[config.mk]
export PLATFORM = sky130hd
export DESIGN_NAME = escape_sequence_expander_flat
export DESIGN_NICKNAME = d
export VERILOG_FILES = /design/src/design/ese_pkg.sv /design/src/design/ese_channels.sv /design/src/design/ese_in_reg.sv /design/src/design/ese_core.sv /design/src/design/ese_out_buf.sv /design/src/design/escape_sequence_expander.sv /design/src/flat_wrapper.sv
export SDC_FILE = /design/constraint.sdc
export NUM_CORES = 1
export LEC_CHECK = 0
export ABC_AREA = 1
export BUFFER_PORTS_ARGS = -buffer_cell sky130_fd_sc_hd__buf_2
export CORE_ASPECT_RATIO = 0.5
export CORE_UTILIZATION = 58
export CTS_CLUSTER_SIZE = 12
export DETAILED_ROUTE_END_ITERATION = 7
export GPL_TIMING_DRIVEN = 0
export PLACE_DENSITY = 0.75
export SETUP_SLACK_MARGIN = 0.02
export SLEW_MARGIN = 20
export SYNTH_ARGS = -nofsm -noshare
export SYNTH_HDL_FRONTEND = slang
export SYNTH_HIERARCHICAL = 1
export SYNTH_SLANG_ARGS = --single-unit
[constraint.sdc]
create_clock -name clk -period 7.4 [get_ports clk]
set_input_delay 0.37 -clock clk [delete_from_list [all_inputs] [get_ports clk]]
set_output_delay 0.37 -clock clk [all_outputs]
set_load 0.02 [all_outputs]
[src/design/ese_pkg.sv]
// Shared constants, types and byte-level helper functions for the escape sequence expander.
package ese_pkg;

  // Input byte codes that steer the parser
  localparam logic [7:0] CHR_BACKSLASH = 8'h5C;
  localparam logic [7:0] CHR_U         = 8'h75;
  localparam logic [7:0] CHR_X         = 8'h78;
  localparam logic [7:0] CHR_ZERO      = 8'h30;
  localparam logic [7:0] CHR_NINE      = 8'h39;

  // Surrogate and plane boundaries
  localparam logic [20:0] SURR_HIGH_LO = 21'h00D800;
  localparam logic [20:0] SURR_LOW_LO  = 21'h00DC00;
  localparam logic [20:0] SURR_END     = 21'h00E000;
  localparam logic [20:0] PLANE1_BASE  = 21'h010000;

  // Most bytes one input word can produce
  localparam int unsigned MAX_BYTES = 4;
  localparam int unsigned CNT_W     = 3;

  // Bytes produced by one input word, first byte in slot 0
  typedef struct packed {
    logic [MAX_BYTES-1:0][7:0] bytes;
    logic [CNT_W-1:0]          cnt;
  } ese_grp_t;

  // Digit value of a hex character; any other character keeps its raw code
  function automatic logic [7:0] hex_value(input logic [7:0] b);
    logic [7:0] v;
    v = b;
    if (b >= 8'h30 && b <= 8'h39) begin
      v = b - 8'h30;
    end else if (b >= 8'h61 && b <= 8'h66) begin
      v = b - 8'h57;
    end else if (b >= 8'h41 && b <= 8'h46) begin
      v = b - 8'h37;
    end
    return v;
  endfunction

  // Single-letter escapes b t n r f s; anything else stands for itself
  function automatic logic [7:0] simple_escape(input logic [7:0] b);
    logic [7:0] v;
    case (b)
      8'h62:   v = 8'h08;
      8'h74:   v = 8'h09;
      8'h6E:   v = 8'h0A;
      8'h72:   v = 8'h0D;
      8'h66:   v = 8'h0C;
      8'h73:   v = 8'h20;
      default: v = b;
    endcase
    return v;
  endfunction

  // One byte as a group
  function automatic ese_grp_t one_byte(input logic [7:0] b);
    ese_grp_t g;
    g.bytes    = '0;
    g.bytes[0] = b;
    g.cnt      = CNT_W'(1);
    return g;
  endfunction

  // UTF-8 encoding of a code value, 1 to 4 bytes
  function automatic ese_grp_t encode_utf8(input logic [20:0] x);
    ese_grp_t g;
    g.bytes = '0;
    if (x < 21'h80) begin
      g.bytes[0] = x[7:0];
      g.cnt      = CNT_W'(1);
    end else if (x < 21'h800) begin
      g.bytes[0] = {3'b110, x[10:6]};
      g.bytes[1] = {2'b10, x[5:0]};
      g.cnt      = CNT_W'(2);
    end else if (x < PLANE1_BASE) begin
      g.bytes[0] = {4'b1110, x[15:12]};
      g.bytes[1] = {2'b10, x[11:6]};
      g.bytes[2] = {2'b10, x[5:0]};
      g.cnt      = CNT_W'(3);
    end else begin
      g.bytes[0] = {5'b11110, x[20:18]};
      g.bytes[1] = {2'b10, x[17:12]};
      g.bytes[2] = {2'b10, x[11:6]};
      g.bytes[3] = {2'b10, x[5:0]};
      g.cnt      = CNT_W'(4);
    end
    return g;
  endfunction

endpackage

[src/design/ese_channels.sv]
// Handshake channel interfaces for escaped input words and unescaped output words.
interface ese_in_if;
  logic       valid;
  logic       ready;
  logic [7:0] text_byte;
  logic [2:0] bytes_after;

  modport source (output valid, output text_byte, output bytes_after, input ready);
  modport sink   (input valid, input text_byte, input bytes_after, output ready);
endinterface

interface ese_out_if;
  logic       valid;
  logic       ready;
  logic [7:0] out_byte;
  logic       run_last;

  modport source (output valid, output out_byte, output run_last, input ready);
  modport sink   (input valid, input out_byte, input run_last, output ready);
endinterface

[src/design/ese_in_reg.sv]
// Input register stage: holds one accepted word until the parser takes it.
module ese_in_reg (
  input  logic       clk,
  input  logic       rst_n,
  ese_in_if.sink     in_ch,
  input  logic       step,
  output logic       word_valid,
  output logic [7:0] word_byte,
  output logic [2:0] word_after
);

  logic       valid_r, valid_nxt;
  logic [7:0] byte_r;
  logic [2:0] after_r;

  // Take a new word when the stage is empty or being drained this cycle
  assign in_ch.ready = !valid_r || step;

  always_comb begin
    valid_nxt = valid_r;
    if (in_ch.valid && in_ch.ready) begin
      valid_nxt = 1'b1;
    end else if (step) begin
      valid_nxt = 1'b0;
    end
  end

  always_ff @(posedge clk) begin
    if (!rst_n) begin
      valid_r <= 1'b0;
    end else begin
      valid_r <= valid_nxt;
    end
  end

  // Payload needs no reset
  always_ff @(posedge clk) begin
    if (in_ch.valid && in_ch.ready) begin
      byte_r  <= in_ch.text_byte;
      after_r <= in_ch.bytes_after;
    end
  end

  assign word_valid = valid_r;
  assign word_byte  = byte_r;
  assign word_after = after_r;

endmodule

[src/design/ese_core.sv]
// Escape parser: state registers and the single-pass decode of one word into output bytes.
module ese_core (
  input  logic              clk,
  input  logic              rst_n,
  input  logic              step,
  input  logic [7:0]        word_byte,
  input  logic [2:0]        word_after,
  output ese_pkg::ese_grp_t grp
);

  typedef enum logic [2:0] {
    MODE_PLAIN,
    MODE_ESC,
    MODE_UHEX,
    MODE_XHEX,
    MODE_NIB
  } mode_t;

  mode_t       mode_r, mode_nxt;
  logic [1:0]  dcnt_r, dcnt_nxt;
  logic [20:0] acc_r, acc_nxt;
  logic [15:0] pend_r, pend_nxt;

  logic [7:0]  hv;
  logic [20:0] uacc;
  logic [7:0]  xacc;
  logic [20:0] joined;
  logic        is_high;
  logic        is_low;

  // Shared digit arithmetic
  always_comb begin
    hv      = ese_pkg::hex_value(word_byte);
    uacc    = {acc_r[16:0], 4'h0} + {13'd0, hv};
    xacc    = {acc_r[3:0], 4'h0} + hv;
    is_high = (uacc >= ese_pkg::SURR_HIGH_LO) && (uacc < ese_pkg::SURR_LOW_LO);
    is_low  = (uacc >= ese_pkg::SURR_LOW_LO) && (uacc < ese_pkg::SURR_END);
    joined  = {1'b0, pend_r[9:0], uacc[9:0]} + ese_pkg::PLANE1_BASE;
  end

  // Next state and output group for the word in the input register
  always_comb begin
    mode_nxt  = mode_r;
    dcnt_nxt  = dcnt_r;
    acc_nxt   = acc_r;
    pend_nxt  = pend_r;
    grp.bytes = '0;
    grp.cnt   = '0;
    case (mode_r)
      MODE_ESC: begin
        if (word_byte == ese_pkg::CHR_U && word_after >= 3'd4) begin
          mode_nxt = MODE_UHEX;
          dcnt_nxt = 2'd0;
          acc_nxt  = '0;
        end else if (word_byte == ese_pkg::CHR_X && word_after >= 3'd2) begin
          mode_nxt = MODE_XHEX;
          dcnt_nxt = 2'd0;
          acc_nxt  = '0;
        end else if (word_byte >= ese_pkg::CHR_ZERO && word_byte <= ese_pkg::CHR_NINE &&
                     word_after >= 3'd1) begin
          mode_nxt = MODE_NIB;
          acc_nxt  = {17'd0, word_byte[3:0]};
        end else begin
          pend_nxt = '0;
          grp      = ese_pkg::one_byte(ese_pkg::simple_escape(word_byte));
          mode_nxt = MODE_PLAIN;
        end
      end
      MODE_UHEX: begin
        if (dcnt_r == 2'd3) begin
          mode_nxt = MODE_PLAIN;
          dcnt_nxt = 2'd0;
          acc_nxt  = '0;
          if (is_high) begin
            // Hold the high half; it emits nothing until its partner arrives
            pend_nxt = uacc[15:0];
          end else if (is_low && pend_r != 16'd0) begin
            pend_nxt = '0;
            grp      = ese_pkg::encode_utf8(joined);
          end else begin
            grp = ese_pkg::encode_utf8(uacc);
          end
        end else begin
          acc_nxt  = uacc;
          dcnt_nxt = dcnt_r + 2'd1;
        end
      end
      MODE_XHEX: begin
        if (dcnt_r != 2'd0) begin
          mode_nxt = MODE_PLAIN;
          dcnt_nxt = 2'd0;
          acc_nxt  = '0;
          grp      = ese_pkg::one_byte(xacc);
        end else begin
          acc_nxt  = {13'd0, xacc};
          dcnt_nxt = dcnt_r + 2'd1;
        end
      end
      MODE_NIB: begin
        grp      = ese_pkg::one_byte({acc_r[3:0], 4'h0} | (word_byte - ese_pkg::CHR_ZERO));
        mode_nxt = MODE_PLAIN;
        acc_nxt  = '0;
      end
      default: begin
        if (word_byte == ese_pkg::CHR_BACKSLASH && word_after >= 3'd1) begin
          mode_nxt = MODE_ESC;
        end else begin
          mode_nxt = MODE_PLAIN;
          pend_nxt = '0;
          grp      = ese_pkg::one_byte(word_byte);
        end
      end
    endcase
    // Drop all state at the end of a string
    if (word_after == 3'd0) begin
      mode_nxt = MODE_PLAIN;
      dcnt_nxt = '0;
      acc_nxt  = '0;
      pend_nxt = '0;
    end
  end

  // Advance state once per word taken from the input register
  always_ff @(posedge clk) begin
    if (!rst_n) begin
      mode_r <= MODE_PLAIN;
      dcnt_r <= '0;
      acc_r  <= '0;
      pend_r <= '0;
    end else if (step) begin
      mode_r <= mode_nxt;
      dcnt_r <= dcnt_nxt;
      acc_r  <= acc_nxt;
      pend_r <= pend_nxt;
    end
  end

endmodule

[src/design/ese_out_buf.sv]
// Result register: holds the bytes of one decoded word and hands them out one byte at a time.
module ese_out_buf (
  input  logic              clk,
  input  logic              rst_n,
  input  logic              step,
  input  ese_pkg::ese_grp_t grp,
  output logic              can_load,
  ese_out_if.source         out_ch
);

  logic [ese_pkg::MAX_BYTES-1:0][7:0] bytes_r, bytes_nxt;
  logic [ese_pkg::CNT_W-1:0]          cnt_r, cnt_nxt;
  logic                               pop;
  logic                               load;

  assign pop      = out_ch.valid && out_ch.ready;
  assign can_load = (cnt_r == '0) || ((cnt_r == ese_pkg::CNT_W'(1)) && pop);
  assign load     = step && (grp.cnt != '0);

  // Load a fresh group, or shift out the byte just taken
  always_comb begin
    bytes_nxt = bytes_r;
    cnt_nxt   = cnt_r;
    if (load) begin
      bytes_nxt = grp.bytes;
      cnt_nxt   = grp.cnt;
    end else if (pop) begin
      bytes_nxt = {8'h00, bytes_r[ese_pkg::MAX_BYTES-1:1]};
      cnt_nxt   = cnt_r - ese_pkg::CNT_W'(1);
    end
  end

  always_ff @(posedge clk) begin
    if (!rst_n) begin
      cnt_r <= '0;
    end else begin
      cnt_r <= cnt_nxt;
    end
  end

  always_ff @(posedge clk) begin
    bytes_r <= bytes_nxt;
  end

  assign out_ch.valid    = (cnt_r != '0);
  assign out_ch.out_byte = bytes_r[0];
  assign out_ch.run_last = (cnt_r == ese_pkg::CNT_W'(1));

endmodule

[src/design/escape_sequence_expander.sv]
// Top level of the backslash escape expander: input register, parser and result register.
//
//   channel  | dir | payload                      | handshake
//   in_ch    | in  | text_byte[8], bytes_after[3] | valid / ready
//   out_ch   | out | out_byte[8], run_last[1]     | valid / ready
//
// An accepted word waits in the input register, is decoded from there in one pass and is
// loaded into the result register once it is free, and from there its first byte is offered.
// One input word per cycle is sustained while each word yields at most one byte and out_ch
// is ready; a word of 2..4 UTF-8 bytes holds the parser until out_ch takes its last byte.
// rst_n is synchronous, active low, and returns the parser to plain text.
// A stall on out_ch backs up through the result register into in_ch.ready.
module escape_sequence_expander (
  input  logic       clk,
  input  logic       rst_n,
  ese_in_if.sink     in_ch,
  ese_out_if.source  out_ch
);

  logic              word_valid;
  logic [7:0]        word_byte;
  logic [2:0]        word_after;
  logic              can_load;
  logic              step;
  ese_pkg::ese_grp_t grp;

  assign step = word_valid && can_load;

  ese_in_reg u_in_reg (
    .clk        (clk),
    .rst_n      (rst_n),
    .in_ch      (in_ch),
    .step       (step),
    .word_valid (word_valid),
    .word_byte  (word_byte),
    .word_after (word_after)
  );

  ese_core u_core (
    .clk        (clk),
    .rst_n      (rst_n),
    .step       (step),
    .word_byte  (word_byte),
    .word_after (word_after),
    .grp        (grp)
  );

  ese_out_buf u_out_buf (
    .clk      (clk),
    .rst_n    (rst_n),
    .step     (step),
    .grp      (grp),
    .can_load (can_load),
    .out_ch   (out_ch)
  );

endmodule
[src/flat_wrapper.sv]
// flat-port wrapper written by rule: the top's interface ports become plain ports
module escape_sequence_expander_flat 
  (clk, rst_n, in_ch_valid, in_ch_text_byte, in_ch_bytes_after, in_ch_ready, out_ch_valid, out_ch_out_byte, out_ch_run_last, out_ch_ready);
  ese_in_if in_ch_i ();
  ese_out_if out_ch_i ();
  input  logic clk;
  input  logic rst_n;
  input wire logic [$bits(in_ch_i.valid)-1:0] in_ch_valid;
  input wire logic [$bits(in_ch_i.text_byte)-1:0] in_ch_text_byte;
  input wire logic [$bits(in_ch_i.bytes_after)-1:0] in_ch_bytes_after;
  output wire logic [$bits(in_ch_i.ready)-1:0] in_ch_ready;
  output wire logic [$bits(out_ch_i.valid)-1:0] out_ch_valid;
  output wire logic [$bits(out_ch_i.out_byte)-1:0] out_ch_out_byte;
  output wire logic [$bits(out_ch_i.run_last)-1:0] out_ch_run_last;
  input wire logic [$bits(out_ch_i.ready)-1:0] out_ch_ready;
  assign in_ch_i.valid = in_ch_valid;
  assign in_ch_i.text_byte = in_ch_text_byte;
  assign in_ch_i.bytes_after = in_ch_bytes_after;
  assign in_ch_ready = in_ch_i.ready;
  assign out_ch_valid = out_ch_i.valid;
  assign out_ch_out_byte = out_ch_i.out_byte;
  assign out_ch_run_last = out_ch_i.run_last;
  assign out_ch_i.ready = out_ch_ready;
  escape_sequence_expander u_core (.clk(clk), .rst_n(rst_n), .in_ch(in_ch_i), .out_ch(out_ch_i));
endmodule
==> After elaboration in Yosys (flattened, before gate mapping) <==
Cells that the tools add are included.
{ "word_totals": {"output_inout_bits": 11, "regBits": 85, "word_cells": 159, "in_bits": 15} }
{ "classes": {"bitwise_logic": 1, "reduce_logical": 33, "magnitude_cmp": 19, "eq_ne": 25, "n_mux": 61, "addsub": 8} }
{ "op_table": {"columns": ["cell", "count"], "rows": [
  ["two-way mux 16 bit", 10],
  ["case mux 35 bit (4 select lines)", 1],
  ["two-way mux 35 bit", 3],
  ["two-way mux 17 bit", 5],
  ["two-way mux 11 bit", 7],
  ["equality test 8 x 7 -> 1 bit (second input constant)", 9],
  ["case mux 17 bit (4 select lines)", 1],
  ["two-way mux 32 bit", 2],
  ["two-way mux 25 bit", 2],
  ["two-way mux 24 bit", 2],
  ["two-way mux 8 bit", 6],
  ["case mux 16 bit (3 select lines)", 1],
  ["case mux 8 bit (6 select lines)", 1],
  ["greater-or-equal comparator 21 x 16 -> 1 bit (second input constant)", 2],
  ["less-than comparator 21 x 12 -> 1 bit (second input constant)", 2],
  ["less-than comparator 21 x 16 -> 1 bit (second input constant)", 2],
  ["less-than comparator 21 x 17 -> 1 bit (second input constant)", 2],
  ["less-than comparator 21 x 8 -> 1 bit (second input constant)", 2],
  ["two-way mux 19 bit", 2],
  ["two-way mux 3 bit", 8],
  ["adder 20 x 17 -> 21 bit (second input constant)", 1],
  ["adder 21 x 8 -> 21 bit", 1],
  ["greater-or-equal comparator 8 x 7 -> 1 bit (second input constant)", 2],
  ["less-or-equal comparator 8 x 7 -> 1 bit (second input constant)", 2],
  ["other kinds (36)", 71]
]} }

==> Longest topological paths before layout <==
{ "depth": {"depth_word": 18, "mapped_depth": 37, "depth_no_buf": 37} }

==> Cells and area by module <==
Netlist, hierarchy kept.
{ "modules_own_cells": {"columns": ["module", "area_each_um2", "seq_area_each_um2", "n_inst", "cells_per_inst"], "rows": [
  ["ese_core", 4812.1, 760.7, 1, 897],
  ["ese_out_buf", 1724.2, 1021.0, 1, 177],
  ["ese_in_reg", 381.6, 350.3, 1, 18],
  ["escape_sequence_expander", 7.5, 0.0, 1, 2]
]} }

==> Worst setup path before layout <==
Ideal clock, no wire load.
{ "synth_timing": {"kind": "reg-to-reg", "from": "reg u_core.u_in_reg.byte_r[1], in the netlist u_core/u_in_reg/word_byte[1]", "to": "reg u_core/u_out_buf/cnt_r[1] (netlist bit)", "t_required_ns": 7.283, "period_less_slack_ns": 5.004, "arrival_time_ns": 4.888, "path_stages_with_launch": 35, "setup_ns": 0.117, "path_slack_ns": 2.396, "n_path_buf": 0, "cell_sequence": "edfxtp_1 > inv_1 > ha_1 > inv_1 > nor3_1 > o21ai_0 > nand2_1 > nand2_1 > inv_1 > o21ai_0 > xor2_1 > inv_1 > ha_1 > inv_1 > fa_1 > inv_1 > nand3_1 > nand2_1 > nand4_1 > nand2_1 > inv_2 > nor2_1 > nand3_1 > nor2_2 > nand3_4 > nand2_2 > inv_2 > o21ai_0 > nand3_1 > nor2_2 > nand2_4 > nand2_8 > nand2_2 > o21ai_1 > nor2_1"} }
{ "synth_lines": {"columns": ["item", "line_no", "source"], "rows": [
  ["start: declaration", "ese_in_reg.sv:13", "logic [7:0] byte_r;"],
  ["start signal: assignment", "ese_in_reg.sv:39", "byte_r <= in_ch.text_byte;"],
  ["end signal: assignment", "ese_out_buf.sv:37", "cnt_r <= cnt_nxt;"],
  ["end: declaration", "ese_out_buf.sv:12", "logic [ese_pkg::CNT_W-1:0] cnt_r, cnt_nxt;"]
]} }

==> qor.yml <==
global_route:
  grt_pass1_wl_um: 34700
  grt_max_degree: 34
  grt_use_met2_pct: 54.0
  track_usage_pct: 36.9
  grt_use_met1_pct: 53.5
  grt_pass1_vias: 6713
  grt_overflow: 0
  grt.busiest_layer: "met2"
  use_met3_pct: 9.17
  antenna_found_initial: 0
critical_path:
  critical_path.endpoint_type: "flop"
  worstReg2RegEnd: "u_core/u_out_buf/bytes_r[28]"
  max_stage_delay_ps: 930
  start_kind: "flop"
  cpMostUsedCell: "nand2_1"
  critPathMaxFanout: 33
  reg2regPathDepth: 27
  startpoint: "u_core/u_in_reg/word_byte[5]"
  worstPathArrival_ps: 6690
  critPathKind: "flop to flop"
  required_ps: 7380
  crit_slowest_cell: "xnor2_1"
  r2r-start: "u_core/u_in_reg/word_byte[5]"
  regToRegSetupSlack_ps: 680
synthesis:
  async_reset_ff_share_pct: 0
  ys.flop_type: "edfxtp_1"
  seq_area_frac_synth_pct: 30.8
  syn_avg_cell_area_um2: 6.33
  netlist_area_um2: 6930
  yosys_warnings: 6
  ys_seq_elements: 85
  synth_edf_count: 43
  yosysUniqueCellTypes: 48
  synthCells: 1094
floorplan:
  die_x_um: 157
  dieArea_um2: 12400
  start_util_pct: 61.2
  core_um2: 11300
  die_y_um: 79.3
  rows: 27
  ios: 26
clocking:
  cts-htree-levels: 3
  cts_setup_buffers: 0
  cts_max_path_buffers: 2
  cts_tree: "yes"
  insertion_delay_ps: 350
  cts_root_buf: "clkbuf_16"
  cts_resized: 0
  clk_pin_slew_worst_paths_ps: 70
  cts_sinks: 85
  cts_buffers: 9
  cts_hold_buf: 0
finish:
  area_delta_synth_final_pct: 9.18
  diodes: 0
  final_util_pct: 66.8
  nets: 1169
  filler_cell_count: 1030
  fin_area_um2: 7560
  drive_above_1_share_pct: 10.0
placed_design:
  place_congestion: 1.02
  place_area_um2: 7260
  io_buffers: 25
  dp_hpwl_um: 16400
hold_path:
  holdPathEnd: "u_core/u_in_reg/word_byte[0]"
  holdPathStages: 1
  worstHoldStart: "in_ch_text_byte[0]"
  worstHoldPathType: "input pin to flop"
timing:
  rsz0062_at_grt: "false"
  hold_violations: 0
  slew_viol_final: 0
  worst_pin_slew_ps: 1170
  period_minus_slack_ps: 6720
  period_share_pct: 90.8
  fmax_mhz: 149
  finClkSkew_ps: 13.7
  max-slew-margin-rel_pct: 21.5
  setup-tns-final_ps: 0
  setup_viol: 0
detailed_routing:
  drc: 0
  dr_total_vias: 7553
  drt_iter0_markers: 994
  post_drt_wl_per_cell_um: 16.8
  viasPerCell: 5.83
  drt_first_pass_iters: 7
  drt_wl_total_um: 21800
  ant_nets: 0
pwr:
  power_per_cell_area_nw_per_um2: 323
  irDropWorstVdd_mv: 0.209
  p_leak_nw: 3.60
flow_run:
  cap_violations: 0
outcome:
  status: "complete, no violations"
==> cells in the mapped netlist (2+ instances only) <==
library cell / instances / area, µm²
clkbuf_1: 9 / 33.8
nand2_1: 317 / 1190
nand2_4: 4 / 45.0
nand4_1: 11 / 68.8
edfxtp_1: 43 / 1290
inv_1: 131 / 492
a31oi_1: 2 / 12.5
a211oi_1: 6 / 45.0
o22ai_1: 5 / 31.3
a21oi_1: 46 / 230
dfxtp_1: 42 / 841
nand3_2: 2 / 20.0
nor4_1: 2 / 12.5
nand3_1: 109 / 546
nand2_2: 9 / 56.3
nor3_1: 23 / 115
nor2_1: 156 / 586
xnor2_1: 5 / 43.8
nor2_2: 7 / 43.8
ha_1: 21 / 263
buf_4: 15 / 113
o31ai_1: 4 / 30.0
buf_2: 8 / 40.0
xor2_1: 3 / 26.3
inv_2: 8 / 30.0
o211ai_1: 2 / 15.0
a21boi_1: 2 / 15.0
o21ai_1: 3 / 15.0
nor2_4: 7 / 78.8
buf_6: 4 / 45.0
o221ai_1: 3 / 26.3
nand3b_1: 2 / 15.0
a22oi_1: 3 / 22.5
o21ai_0: 66 / 330
==> state kept, by name (all words and copies together), names as in the netlist <==
name / cells
u_core/u_in_reg/word_byte: 8
u_core/u_core/mode_r: 3
u_core/u_out_buf/out_ch.out_byte: 8
u_core/u_core/pend_r: 16
u_core/u_in_reg/word_valid: 1
u_core/u_out_buf/bytes_r: 24
u_core/u_core/acc_r: 17
u_core/u_out_buf/cnt_r: 3
u_core/u_in_reg/word_after: 3
u_core/u_core/dcnt_r: 2
==> layout by cell type (no fill, tap or decap), types with 5 or more instances in the layout <==
cell type	n
dfxtp_1	42
nand4_1	11
clkbuf_1	9
o22ai_1	5
edfxtp_1	43
nor2_1	156
inv_1	131
nor3_1	23
nand2_1	317
nand3_1	109
clkbuf_16	9
nor2_2	7
nor2_4	7
inv_2	8
nand2_2	9
o21ai_0	66
a211oi_1	6
xnor2_1	5
a21oi_1	46
buf_2	33
ha_1	21
buf_4	15
==> through the flow <==
step	hold slack (ps)	power [mW]	cells	worst slack [ps]
final	197	2.45	1296	684
after global routing	185	2.62	1296	219
after CTS	191	2.41	1296	970
after detailed placement	435	1.94	1280	1050
after global placement	433	1.92	1280	1120
after floorplan	417	1.62	1096	2400
==> cell type report <==
type | count | area [µm²] | area share [%]
buffer | 36 | 231 | 3.06
clock inverter | 7 | 78.8 | 1.04
timing repair buffer | 25 | 125 | 1.65
sequential | 85 | 2130 | 28.2
clock buffer | 9 | 225 | 2.98
multi-input combinational | 835 | 4040 | 53.5
inverter | 140 | 526 | 6.95
tap | 159 | 199 | 2.63
==> cell families (layout without fill, tap and decap cells) <==
family                   after synthesis  after routing  synth area share [%]
AO/OA/AOI/OAI                        146            146                  11.7
buffers and inverters                176            217                  10.9
other                                  1              3                0.0541
adder cells (fa/ha/maj)               22             22                  4.08
XOR/XNOR                              10             10                  1.48
flip-flops                            85             85                  30.8
AND/OR/NAND/NOR                      654            654                  41.0
==> per-layer routing <==
metal	part of all wire (%)	wire length (µm)
met2	40	8660
met5	0	0
met4	1.9	416
met1	45	9890
met3	13	2800
==> report_power, final <==
part           total [mW]  switching (mW)  internal (mW)
Combinational        1.22           0.850          0.371
Sequential          0.764          0.0734          0.691
Clock               0.460           0.220          0.240
Total                2.45            1.14           1.30
==> worst max path at each step <==
stage,end,slack (ps),cells after the start
2_1_floorplan,u_core/u_out_buf/cnt_r[1],2400,34
3_3_place_gp,u_core/u_out_buf/bytes_r[28],1120,32
3_5_place_dp,u_core/u_out_buf/bytes_r[28],1050,32
4_1_cts,u_core/u_out_buf/bytes_r[13],970,32
5_1_grt,u_core/u_out_buf/cnt_r[1],220,35
6_report,u_core/u_out_buf/bytes_r[28],680,27
==> critical path: cells and delay by family, from the launching register on <==
kind	cells	cell delay, ps
AO/OA/AOI/OAI	3	440
XOR/XNOR	2	1180
adder cells (fa/ha/maj)	2	590
buffers and inverters	4	360
flip-flops	1	570
AND/OR/NAND/NOR	16	3160
Note: power is estimated with default switching activity, not from simulation.
